File: src/design/rss_pkg.sv
// ----------------------------------------------------------------------------
// rss_pkg: shared types and constants for the sorted multiset
// Field widths, command and status codes, controller states and cell control.
// ----------------------------------------------------------------------------
package rss_pkg;

  localparam int unsigned OpcodeBits = 1;
  localparam int unsigned ValueBits  = 32;
  localparam int unsigned RankBits   = 11;
  localparam int unsigned StatusBits = 2;
  localparam int unsigned CountBits  = 11;

  localparam int unsigned DefCapacity  = 1024;
  localparam int unsigned DefValueBits = 32;

  // cells per segment of the result gather chain
  localparam int unsigned SegCells = 32;

  typedef enum logic [OpcodeBits-1:0] {
    OP_INSERT = 1'b0,
    OP_REMOVE = 1'b1
  } opcode_e;

  typedef enum logic [StatusBits-1:0] {
    ST_INSERTED = 2'd0,
    ST_REMOVED  = 2'd1,
    ST_FULL     = 2'd2,
    ST_BAD_RANK = 2'd3
  } status_e;

  typedef enum logic {
    S_IDLE   = 1'b0,
    S_GATHER = 1'b1
  } state_e;

  typedef struct packed {
    logic apply;
    logic remove;
  } cell_ctl_t;

endpackage

File: src/design/rss_cell.sv
// ----------------------------------------------------------------------------
// rss_cell: one slot of the sorted row
// Holds one value; on insert it keeps, takes the new value or takes its left
// neighbour's; on remove at or after the hole it takes its right neighbour's.
// ----------------------------------------------------------------------------
module rss_cell
  import rss_pkg::*;
#(
  parameter int unsigned VB    = DefValueBits,
  parameter int unsigned CNT_W = 11,
  parameter int unsigned IDX_W = 10,
  parameter int unsigned IDX   = 0
) (
  input  logic             clk_i,
  input  cell_ctl_t        ctl_i,
  input  logic [VB-1:0]    x_i,
  input  logic [CNT_W-1:0] cnt_i,
  input  logic [IDX_W-1:0] idx_i,
  input  logic [VB-1:0]    left_val_i,
  input  logic             left_gt_i,
  input  logic [VB-1:0]    right_val_i,
  output logic [VB-1:0]    val_o,
  output logic             gt_o,
  output logic [VB-1:0]    pick_o
);

  logic [VB-1:0] val_q, val_d;
  logic          gt;

  // empty slots count as greater, so the flags along the row stay monotone
  assign gt = (CNT_W'(IDX) >= cnt_i) || (val_q > x_i);

  always_comb begin
    val_d = val_q;
    if (ctl_i.apply) begin
      if (ctl_i.remove) begin
        if (IDX_W'(IDX) >= idx_i) begin
          val_d = right_val_i;
        end
      end else if (gt) begin
        val_d = left_gt_i ? left_val_i : x_i;
      end
    end
  end

  always_ff @(posedge clk_i) begin
    val_q <= val_d;
  end

  assign val_o  = val_q;
  assign gt_o   = gt;
  assign pick_o = (IDX_W'(IDX) == idx_i) ? val_q : '0;

endmodule

File: config.mk
export PLATFORM = sky130hd
export DESIGN_NAME = rss_cell
export DESIGN_NICKNAME = d
export VERILOG_FILES = /design/src/design/rss_pkg.sv /design/src/design/rss_cell.sv
export SDC_FILE = /design/constraint.sdc
export NUM_CORES = 1
export LEC_CHECK = 0
export BUFFER_PORTS_ARGS = -buffer_cell sky130_fd_sc_hd__buf_2
export CAP_MARGIN = 10
export CELL_PAD_IN_SITES_DETAIL_PLACEMENT = 0
export CELL_PAD_IN_SITES_GLOBAL_PLACEMENT = 1
export CORE_MARGIN = 2
export CORE_UTILIZATION = 32
export CTS_BUF_LIST = sky130_fd_sc_hd__clkbuf_16
export DETAILED_ROUTE_END_ITERATION = 12
export PLACE_DENSITY_LB_ADDON = 0.1
export RECOVER_POWER = 100
export SYNTH_ARGS = -nofsm -noshare
export SYNTH_HDL_FRONTEND = slang
export SYNTH_SLANG_ARGS = --single-unit
File: constraint.sdc
create_clock -name clk_i -period 6.6 [get_ports clk_i]
set_input_delay 0.66 -clock clk_i [delete_from_list [all_inputs] [get_ports clk_i]]
set_output_delay 0.66 -clock clk_i [all_outputs]
set_load 0.02 [all_outputs]
==> results.tsv <==
metric	value	unit
cts_buffers	5	
utilization	0.458	
synth_edf_count	32	
min_path_type	in2reg	
crit_fanout	33	
antenna_found_initial	0	
leakage	1.89	nW
die_width	97.0	um
worstMarginPinSlew	2.47	ns
synth_cells	298	
finalCriticalPeriod	4.39	ns
core_area	8300	um2
finalCritPeriodShare	0.665	
viasPerCell	4.68	
ant_nets	0	
clock_latency	0.27	ns
cts_resized	0	
fill_cells	896	
area_delta_synth_final	37.4	%
crit_path_end	val_o[13]$_DFFE_PP_	
layout-drive-gt1-share	0.324	
first_iter_violations	42	
routabilityCongestion	0.745	
drt-total-wl	7.86	mm
grt_pass1_wl	13.0	mm
cts_root_buffer	clkbuf_16	
finalClockSkew	0.00509	ns
synth_async_sr_flop_share	0	
ctsLongestPathBuffers	2	
synthTopCellsByArea	edfxtp_1 35%, ha_1 14%, mux2i_1 12%	
ctsHoldBuffers	0	
layout.nets	631	
layout_commonest_cell	buf_2	
r2r_cells	7	
final-seq-area	961	um2
ys_seq_area_frac	0.347	
crit_path_start_kind	primary input	
yosys_warnings	0	
fin_setup_tns	0	ns
synthFlopType	edfxtp_1	
floorplan.rows	33	
violations	capacitance limit, slew limit	
synth.avg_cell_area	9.29	um2
synth_top_area_frac	0.347	
clk_pin_slew	0.05	ns
status	finished with violations	
hold-worst-slack	0.664	ns
wire_per_inst	13.5	um
peakVddDrop	0.0000788	V
synthesis.area	2770	um2
post_cts_buffers	0	
powerDensity	157	nW/um2
diodes	0	
crit_start	idx_i[4]	
port-buffer-count	185	
clkSinkCount	32	
layout_common_cells	125 x buf_2, 61 x clkbuf_1, 40 x nand2_1, 35 x o21ai_0, 33 x inv_1	
dp_hpwl	6.16	mm
multi_input_area	1590	um2
setup_ws	2.21	ns
ys_types	35	
path_class	in2reg	
rsz0062_at_grt	false	
slew_violations	66	
required	6.46	ns
largest_reg_flops	32	
reg2reg_slack	2.92	ns
yosys_register_bits	32	
end_kind	register	
grtUsageTotal	0.166	
overflow	0	
die-area	9410	um2
dr.pass1.iters	4	
htreeDepth	2	
grt_pass1_vias	2780	
critPathArrivalTime	4.25	ns
pre_cts_ws	3.09	ns
grt_max_degree	66	
die_h	97.0	um
worstReg2RegEnd	val_o[13]$_DFFE_PP_	
yosys.area.top_type	edfxtp_1	
finalHoldViolations	0	
r2r-start	val_o[31]$_DFFE_PP_	
syn_nets	451	
tritoncts	built	
setup_viol	0	
via_count	2726	
drcViolationCount	0	
fmax	228	MHz
cap_viol_max_count	2	
io_pins	186	
start_util	0.334	
slew-limit-headroom	-0.649	
-- Yosys cell counts, types with 2 or more instances --
| library cell | count |
|---|---|
| o21ai_0 | 34 |
| ha_1 | 32 |
| nor4_1 | 3 |
| and2_1 | 11 |
| clkbuf_1 | 8 |
| buf_2 | 3 |
| a21oi_1 | 10 |
| a211oi_1 | 2 |
| a21o_1 | 3 |
| a31oi_1 | 2 |
| nand2_1 | 40 |
| edfxtp_1 | 32 |
| inv_1 | 33 |
| and2_2 | 22 |
| buf_6 | 3 |
| mux2i_1 | 32 |
| nand4_1 | 6 |
| nand3_1 | 4 |
| and3_1 | 2 |
-- how the worst min path moves through the flow --
stage,from,to,cells after the start
6_report,right_val_i[26],val_o[26]$_DFFE_PP_,3
5_1_grt,right_val_i[9],val_o[9]$_DFFE_PP_,3
4_1_cts,right_val_i[26],val_o[26]$_DFFE_PP_,3
3_5_place_dp,right_val_i[26],val_o[26]$_DFFE_PP_,3
3_3_place_gp,right_val_i[9],val_o[9]$_DFFE_PP_,3
2_1_floorplan,right_val_i[29],val_o[29]$_DFFE_PP_,2
-- per-layer routing --
layer	routed length [um]	vias to the layer above	global-route usage
met4	44	0	0.0293
met3	579	4	0.0462
met5	0	-	0
li1	-	1414	-
met2	3630	106	0.281
met1	3610	1202	0.214
-- final cells by class --
class,instances,share of cell area
clock buffer,5,0.0329
clock inverter,2,0.00197
inverter,33,0.0326
multi-input combinational,219,0.419
sequential,32,0.253
tap,105,0.0345
timing repair buffer,187,0.227
-- through the flow --
stage / total power, mW / cell area [um2] / instances
after floorplan: 0.327 / 2770 / 298
after global placement: 0.391 / 3780 / 576
after global routing: 0.634 / 3800 / 583
final: 0.596 / 3800 / 583
after detailed placement: 0.393 / 3780 / 576
after CTS: 0.609 / 3910 / 583
-- worst max-delay path, stage by stage --
cell	delay [ns]
buf_2	0.09
or4_1	0.52
nor4_1	0.27
clkbuf_1	0.96
o21ai_0	0.24
a31oi_2	1.49
-- power by group --
group / switching (mW) / internal, mW / total, mW
clock: 0.0766 / 0.135 / 0.211
combinational: 0.0744 / 0.0647 / 0.139
sequential: 0.00703 / 0.239 / 0.246
-- cell families after synthesis --
group | Yosys count | share of synthesized area
fa+ha+maj | 32 | 0.145
simple gates | 96 | 0.199
mux | 32 | 0.116
flops | 32 | 0.347
compound gates | 59 | 0.121
buf+inv | 47 | 0.0732
Power figures use the tool's default switching activity.
